`src/hw/rtl/bmwo_pkg.sv`:
```
// Shared types and constants for the byte masked write overlay.
// Item structs, slot table command/lookup structs, status and kind codes.
// No dependencies.
package bmwo_pkg;

  localparam int BLOCK_BYTES = 64;
  localparam int NUM_SLOTS   = 16;
  localparam int ADDR_W      = 48;
  localparam int OFF_W       = $clog2(BLOCK_BYTES);
  localparam int SLOT_W      = (NUM_SLOTS > 1) ? $clog2(NUM_SLOTS) : 1;
  localparam int TAG_W       = ADDR_W - OFF_W;
  localparam int SIZE_W      = ADDR_W + 1;
  localparam int RAM_AW      = SLOT_W + OFF_W;
  localparam int RAM_DEPTH   = NUM_SLOTS * BLOCK_BYTES;
  localparam int CFG_IDX_W   = 8;

  // input kinds
  localparam logic [1:0] KIND_WRITE    = 2'd0;
  localparam logic [1:0] KIND_READ     = 2'd1;
  localparam logic [1:0] KIND_FLUSH    = 2'd2;
  localparam logic [1:0] KIND_TRUNCATE = 2'd3;

  // result status
  localparam logic [2:0] ST_OK       = 3'd0;
  localparam logic [2:0] ST_RANGE    = 3'd1;
  localparam logic [2:0] ST_FULL     = 3'd2;
  localparam logic [2:0] ST_NO_PERM  = 3'd3;
  localparam logic [2:0] ST_NOTHING  = 3'd4;

  // configuration register indexes
  localparam logic [CFG_IDX_W-1:0] CFG_DEVICE_SIZE = 8'd0;
  localparam logic [CFG_IDX_W-1:0] CFG_WRITE_PERM  = 8'd1;

  typedef struct packed {
    logic [1:0]        kind;
    logic [ADDR_W-1:0] byte_address;
    logic [7:0]        data_byte;
    logic              access_end;
  } in_item_t;

  typedef struct packed {
    logic [2:0]        status;
    logic [ADDR_W-1:0] out_address;
    logic [7:0]        out_byte;
    logic              hit;
    logic              run_end;
    logic              last;
  } out_item_t;

  typedef struct packed {
    logic              wr_en;
    logic              wr_alloc;
    logic              free_en;
    logic              trunc_en;
    logic [SLOT_W-1:0] slot;
    logic [OFF_W-1:0]  off;
  } slot_cmd_t;

  typedef struct packed {
    logic                   hit;
    logic [SLOT_W-1:0]      hit_slot;
    logic [BLOCK_BYTES-1:0] hit_mask;
    logic                   full;
    logic [SLOT_W-1:0]      free_slot;
  } slot_look_t;

  typedef enum logic [2:0] {
    S_IDLE,
    S_LOOK,
    S_RD,
    S_FRD,
    S_FEM,
    S_TRUNC,
    S_TEM
  } state_t;

endpackage

```
`src/hw/rtl/bmwo_slot_table.sv`:
```
// Slot table: used bits, block tags and byte valid masks, with tag match.
// Depends on bmwo_pkg.
module bmwo_slot_table (
  input  logic                        clk,
  input  logic                        rst_n,
  input  logic [bmwo_pkg::TAG_W-1:0]  look_tag,
  input  logic [bmwo_pkg::SIZE_W-1:0] dev_size,
  input  bmwo_pkg::slot_cmd_t         cmd,
  output bmwo_pkg::slot_look_t        look
);

  logic [bmwo_pkg::NUM_SLOTS-1:0]   used_r;
  logic [bmwo_pkg::TAG_W-1:0]       tag_r  [bmwo_pkg::NUM_SLOTS];
  logic [bmwo_pkg::BLOCK_BYTES-1:0] mask_r [bmwo_pkg::NUM_SLOTS];

  logic [bmwo_pkg::BLOCK_BYTES-1:0] bit_sel;
  logic [bmwo_pkg::BLOCK_BYTES-1:0] keep_mask;
  logic [bmwo_pkg::ADDR_W-1:0]      tr_base;
  logic                             tr_drop;
  logic                             tr_edge;

  // lowest matching slot and lowest free slot
  always_comb begin
    look.hit       = 1'b0;
    look.hit_slot  = '0;
    look.free_slot = '0;
    look.full      = &used_r;
    for (int s = bmwo_pkg::NUM_SLOTS - 1; s >= 0; s--) begin
      if (used_r[s] && tag_r[s] == look_tag) begin
        look.hit      = 1'b1;
        look.hit_slot = bmwo_pkg::SLOT_W'(s);
      end
      if (!used_r[s]) begin
        look.free_slot = bmwo_pkg::SLOT_W'(s);
      end
    end
    look.hit_mask = mask_r[look.hit_slot];
  end

  always_comb begin
    bit_sel = '0;
    bit_sel[cmd.off] = 1'b1;
    tr_base = {tag_r[cmd.slot], {bmwo_pkg::OFF_W{1'b0}}};
    tr_drop = dev_size <= {1'b0, tr_base};
    tr_edge = dev_size[bmwo_pkg::SIZE_W-1:bmwo_pkg::OFF_W] == {1'b0, tag_r[cmd.slot]};
    for (int j = 0; j < bmwo_pkg::BLOCK_BYTES; j++) begin
      keep_mask[j] = bmwo_pkg::OFF_W'(j) < dev_size[bmwo_pkg::OFF_W-1:0];
    end
  end

  always_ff @(posedge clk) begin
    if (!rst_n) begin
      used_r <= '0;
    end else begin
      if (cmd.wr_en) begin
        used_r[cmd.slot] <= 1'b1;
      end
      if (cmd.free_en || (cmd.trunc_en && used_r[cmd.slot] && tr_drop)) begin
        used_r[cmd.slot] <= 1'b0;
      end
    end
  end

  always_ff @(posedge clk) begin
    if (cmd.wr_en) begin
      tag_r[cmd.slot]  <= look_tag;
      mask_r[cmd.slot] <= (cmd.wr_alloc ? '0 : mask_r[cmd.slot]) | bit_sel;
    end
    if (cmd.trunc_en && used_r[cmd.slot] && !tr_drop && tr_edge) begin
      mask_r[cmd.slot] <= mask_r[cmd.slot] & keep_mask;
    end
  end

endmodule
```
`config.mk`:
```
export PLATFORM = sky130hd
export DESIGN_NAME = bmwo_slot_table
export DESIGN_NICKNAME = d
export VERILOG_FILES = /design/src/hw/rtl/bmwo_pkg.sv /design/src/hw/rtl/bmwo_slot_table.sv
export SDC_FILE = /design/constraint.sdc
export NUM_CORES = 2
export LEC_CHECK = 0
export BUFFER_PORTS_ARGS = -buffer_cell sky130_fd_sc_hd__buf_2
export CAP_MARGIN = 15
export CORE_MARGIN = 3
export CORE_UTILIZATION = 30
export DETAILED_ROUTE_END_ITERATION = 8
export PLACE_DENSITY = 0.49
export SETUP_SLACK_MARGIN = 0.2
export SKIP_CTS_REPAIR_TIMING = 1
export SLEW_MARGIN = 20
export SYNTH_ARGS = -nofsm -noshare
export SYNTH_HDL_FRONTEND = slang
export SYNTH_SLANG_ARGS = --single-unit
```
`constraint.sdc`:
```
create_clock -name clk -period 18.6 [get_ports clk]
set_input_delay 0.93 -clock clk [delete_from_list [all_inputs] [get_ports clk]]
set_output_delay 0.93 -clock clk [all_outputs]
set_load 0.05 [all_outputs]
```
# Yosys cells after proc, flatten, opt, wreduce, memory -nomap -nowiden
# Memory sizes are Yosys's and may differ from the RTL's.
# Cells that the tools add are included.
[totals]
regBits = 16
inputBits = 107
memories = 2
ram_bits = 1696
[mem_list]
columns = ["name", "words", "word_bits", "rd", "rd_ports_with_merged_regs", "wr", "line", "source"]
rows = [
  ["mask_r", 16, 64, 2, 0, 1, "bmwo_slot_table.sv:14", "logic [bmwo_pkg::BLOCK_BYTES-1:0] mask_r [bmwo_pkg::NUM_SLOTS];"],
  ["tag_r", 16, 42, 17, 0, 1, "bmwo_slot_table.sv:13", "logic [bmwo_pkg::TAG_W-1:0] tag_r [bmwo_pkg::NUM_SLOTS];"],
]
[classes]
n_eq_ne = 17
order_cmp = 69
bitwise = 6
reduce_logical = 25
n_mux = 47
[op_table]
columns = ["op", "count"]
rows = [
  ["equality test 42 bit", 16],
  ["< comparator 6 bit, first input constant", 32],
  ["two-way mux 64 bit", 2],
  ["< comparator 5 x 6 -> 1 bit, first input constant", 16],
  ["two-way mux 5 bit", 16],
  ["bitwise AND 64 bit", 1],
  ["two-way mux 4 bit", 16],
  ["bitwise OR 64 bit", 1],
  ["less-or-equal comparator 49 x 48 -> 1 bit", 1],
  ["< comparator 4 x 6 -> 1 bit, first input constant", 8],
  ["two-way mux 16 bit", 3],
  ["equality test 43 x 42 -> 1 bit", 1],
  ["< comparator 3 x 6 -> 1 bit, first input constant", 4],
  ["logical AND 1 bit", 22],
  ["bitwise AND 16 bit", 1],
  ["inverter 16 bit", 1],
  ["bitwise OR 16 bit", 1],
  ["AND reduction 16 bit", 1],
  ["< comparator 1 x 6 -> 1 bit, first input constant", 2],
  ["< comparator 2 x 6 -> 1 bit, first input constant", 2],
  ["< comparator 6 x 7 -> 1 bit, second input constant", 1],
  ["two-way mux 1 bit", 7],
  ["demux 1 bit (select 6 bit)", 1],
  [">= comparator 6 x 1 -> 1 bit, second input constant", 1],
  ["other kinds (7)", 7],
]

# Longest topological paths before layout
# An unclocked memory read counts as a cell.
[depth]
word_depth = 20
ltp_mapped = 22
depth_no_buf = 16

# Worst setup path after synthesis
# OpenSTA, ideal clock, no wires.
[synth_timing]
kind = "input to register"
startpoint = "input cmd[7] (netlist bit)"
endpoint = "memory mask_r[12][0] (netlist bit), enable pin"
required_time_ps = 17956
setup_slack_ps = 6351
path_buffers = 5
cell_stages = 17
arrival_ps = 11605
cell_sequence = "clkbuf_1 clkbuf_1 clkbuf_1 clkbuf_1 clkbuf_1 mux4_2 mux4_2 inv_1 ha_1 nand4_1 nor4_1 nand2_1 or3_1 a221oi_1 o31ai_1 nor2b_1 nor4_1"
[synth_between]
elab_chain_len = 8
[synth_rtl]
columns = ["element", "line", "source"]
rows = [
  ["start, declared", "bmwo_slot_table.sv:8", "input bmwo_pkg::slot_cmd_t cmd,"],
  ["memory read (16 x 42 bit) or binary-select mux 1 bit (select 4 bit) (tied branches)", "-", ""],
  ["less-or-equal comparator 49 x 48 -> 1 bit or two-way mux 1 bit (tied branches)", "bmwo_slot_table.sv:44, bmwo_slot_table.sv:69", ""],
  ["zero test 1 bit or logical AND 1 bit (tied branches)", "bmwo_slot_table.sv:69", "if (cmd.trunc_en && used_r[cmd.slot] && !tr_drop && tr_edge) begin"],
  ["logical AND 1 bit (2 in series)", "bmwo_slot_table.sv:69", ""],
  ["two-way mux 1 bit", "bmwo_slot_table.sv:69", ""],
  ["two-way mux 1 bit (not written as such)", "bmwo_slot_table.sv:70", "mask_r[cmd.slot] <= mask_r[cmd.slot] & keep_mask;"],
  ["bitwise OR 1 bit (no line)", "-", ""],
  ["end, declared", "bmwo_slot_table.sv:14", ""],
]
# Several ways; a longest one is shown, not always the timed one. The select of a mux whose other input is x is not followed.

# Final worst setup path
[layout_timing]
startpoint = "input cmd[7] (netlist bit)"
endpoint = "memory mask_r[11][42] (netlist bit), enable pin"
# The elaborated chain is that of the path after synthesis.

==> impl_metrics.json <==
{
  "outcome": "finished clean",
  "die_area_mm2": 0.3014,
  "hold_path_class": "in -> reg",
  "wl_um": 378100,
  "ioPinCount": 181,
  "finalCritPeriodShare": 0.4706,
  "setup_viol": 0,
  "clock_latency_ps": 900,
  "synthSimpleGateAreaFrac": 0.07832,
  "clock_skew_ps": 68.63,
  "synth_top_cells_by_count": "edfxtp_1, mux4_2, xnor2_1",
  "route.detailed.vias_per_inst": 5.975,
  "io_buffers": 180,
  "synth_area_leaders": "edfxtp_1, mux4_2, xnor2_1",
  "core-area_mm2": 0.2921,
  "rr_endpoint": "mask_r[11][42]",
  "fin_nets": 6280,
  "synth.most_common_cell": "edfxtp_1",
  "fin_crit_ps": 8754,
  "netlist_area_mm2": 0.08846,
  "cts_buffers": 202,
  "route.vias.total": 60959,
  "syn_to_final_growth_pct": 13.77,
  "r2r_slack_ps": 11750,
  "drtIter0Drc": 8561,
  "max-vdd-ir-drop_uv": 69.97,
  "crit_type": "in -> reg",
  "synth-xor-area-share": 0.06297,
  "synth_largest_area_cell": "edfxtp_1",
  "synth-compound-area-share": 0.05835,
  "first_global_vias": 58256,
  "dieHeight_um": 549.0,
  "async_reset_ff_frac": 0,
  "hold_end": "tag_r[13][12]",
  "rr_startpoint": "tag_r[11][20]",
  "fin_util": 0.3446,
  "synth-edff-count": 1696,
  "rows": 198,
  "yosys_warnings": 0,
  "htree_levels": 4,
  "ys_seq_area_frac": 0.5794,
  "crit_path_start_kind": "input pin",
  "ant_nets": 0,
  "hp-start": "look_tag[12]",
  "firstDrtPassIters": 6,
  "drive_gt1_frac": 0.2317,
  "crit_required_ps": 19110,
  "wl_per_cell_um": 37.06,
  "worst_pin_slew_ps": 1217,
  "cp_data_arrival_time_ps": 9260,
  "cts_root_buffer": "clkbuf_16",
  "antenna_found_initial": 44,
  "grt_pass1_wl_um": 510800,
  "cts_tree": "built",
  "tns_ps": 0,
  "yosys_most_used_dff": "edfxtp_1",
  "synth_nets": 6143,
  "p_leak_nw": 32.04,
  "fillCellCount": 28027,
  "seqCellArea_mm2": 0.05125,
  "holdPathStages": 1,
  "pre_cts_slack_ps": 9030,
  "place.gp.congestion": 0.9771,
  "clk_pin_slew_ps": 60,
  "rsz0062_at_grt": "no",
  "synth_top_cell_area_share": 0.5758,
  "p_per_area_mw_per_mm2": 90.26,
  "ys_types": 76,
  "clock_sinks": 1712,
  "track_usage": 0.2431,
  "multi_input_area_mm2": 0.03563,
  "slew_headroom": 0.1890,
  "hold_viol": 0,
  "worstPathMaxFanout": 62,
  "grt_max_degree": 201,
  "drc": 0,
  "clk_path_buf_depth": 4,
  "worst_setup_path_end_kind": "flop",
  "initial_core_util": 0.3028,
  "synthMuxAreaShare": 0.1906,
  "synth_seq_cells": 1712,
  "netlist_instances": 5994,
  "synth_top_family_by_area": "multiplexers",
  "fin_ws_ps": 9846,
  "die_x_um": 549.0,
  "drv_slew": 0,
  "hpwl_um": 252500,
  "r2r_cells": 15,
  "grt-ovfl-total": 0,
  "synthAdderAreaFrac": 0.005941,
  "max_freq_mhz": 114.2,
  "max_cap_violations": 0,
  "syn_avg_cell_area_um2": 14.76
}
-- sequential cells by signal, summed over array words and instances, names as in the netlist --
| register | flops |
|---|---|
| mask_r | 1024 |
| tag_r | 672 |
| used_r | 16 |
-- worst max-delay path by stage --
stage,slack (ps),start,endpoint,depth (start not counted)
after floorplan,6350,cmd[7],mask_r[12][0],17
after global placement,9140,cmd[7],mask_r[11][37],18
after detailed placement,9030,cmd[7],mask_r[11][37],18
after CTS,9490,look_tag[19],look[46],17
after global routing,9520,look_tag[19],look[46],17
final,9850,cmd[7],mask_r[11][42],18
-- per-layer routing --
metal	wire length [um]	share of wire	GRT usage
met1	161700	0.43	0.3515
met2	166400	0.44	0.3633
met3	35400	0.094	0.04711
met4	14590	0.039	0.08507
met5	46	0.00012	0
-- cells by family after synthesis --
| logic type | Yosys count |
|---|---|
| adder cells (fa/ha/maj) | 42 |
| flip-flops | 1712 |
| buffers and inverters | 499 |
| XOR/XNOR | 636 |
| AND/OR/NAND/NOR | 1360 |
| multiplexers | 1000 |
| AO/OA/AOI/OAI | 745 |
-- layout by cell type (no fill, tap or decap), types with 16 or more instances in the layout --
cell type,synthesis,layout
mux2i_1,337,326
clkinv_2,0,30
nand4_1,274,274
ha_1,42,42
nand2b_1,94,93
xnor2_1,505,505
edfxtp_1,1696,1696
a211oi_1,62,62
inv_1,72,72
o21ai_0,50,50
dfxtp_1,16,16
o211ai_1,21,21
a221oi_1,65,65
nand2_1,436,435
o221a_2,74,74
o2111ai_1,17,17
mux2_2,121,121
clkbuf_1,219,44
clkinv_1,1,58
a21oi_2,1,21
buf_2,95,176
buf_4,24,169
o21ai_1,142,135
nor2_4,0,28
a31oi_1,78,74
nor3_1,111,103
a21oi_1,114,92
a22oi_1,35,35
mux4_2,535,535
xor2_1,131,131
clkbuf_16,0,204
nor2_1,155,127
nor4_1,109,105
a21o_1,20,20
nand3_1,67,66
-- worst max-delay path, cell delays in order --
cell      delay (ps)
buf_8            450
buf_4            830
buf_4            860
mux4_2           610
mux4_2           470
inv_1             70
ha_1             150
nand4_1          120
nor4_1           600
nand2_1          170
or3_1            440
a221oi_1         470
o31ai_4          180
nor2b_1          320
or2_1            410
nor2_4           670
buf_4            520
buf_4            570
-- per-stage QoR --
stage | instance area [um^2] | total power, mW | std cells | hold slack (ps)
after floorplan | 88460 | 4.923 | 5994 | 567.4
after global placement | 94200 | 5.304 | 9826 | 627.7
after detailed placement | 94230 | 5.305 | 9826 | 634.4
after CTS | 100400 | 9.131 | 10191 | 317.5
after global routing | 100600 | 9.333 | 10196 | 310.4
final | 100600 | 9.084 | 10203 | 347.1
-- area by class of cell --
type                            count  share of cell area
Tap cell                         3900             0.04849
Inverter                           74            0.002760
Antenna cell                       11           0.0002735
Timing Repair Buffer              358             0.02361
Clock buffer                      248             0.05237
Multi-Input combinational cell   3783              0.3541
Sequential cell                  1712              0.5092
Clock inverter                    117            0.009175
-- report_power, final --
part / internal, mW / total [mW] / switching [mW]
combinational: 0.282 / 0.859 / 0.578
sequential: 4.34 / 4.38 / 0.0455
clock: 2.17 / 3.84 / 1.67
total: 6.79 / 9.08 / 2.29
Power figures use the tool's default switching activity.
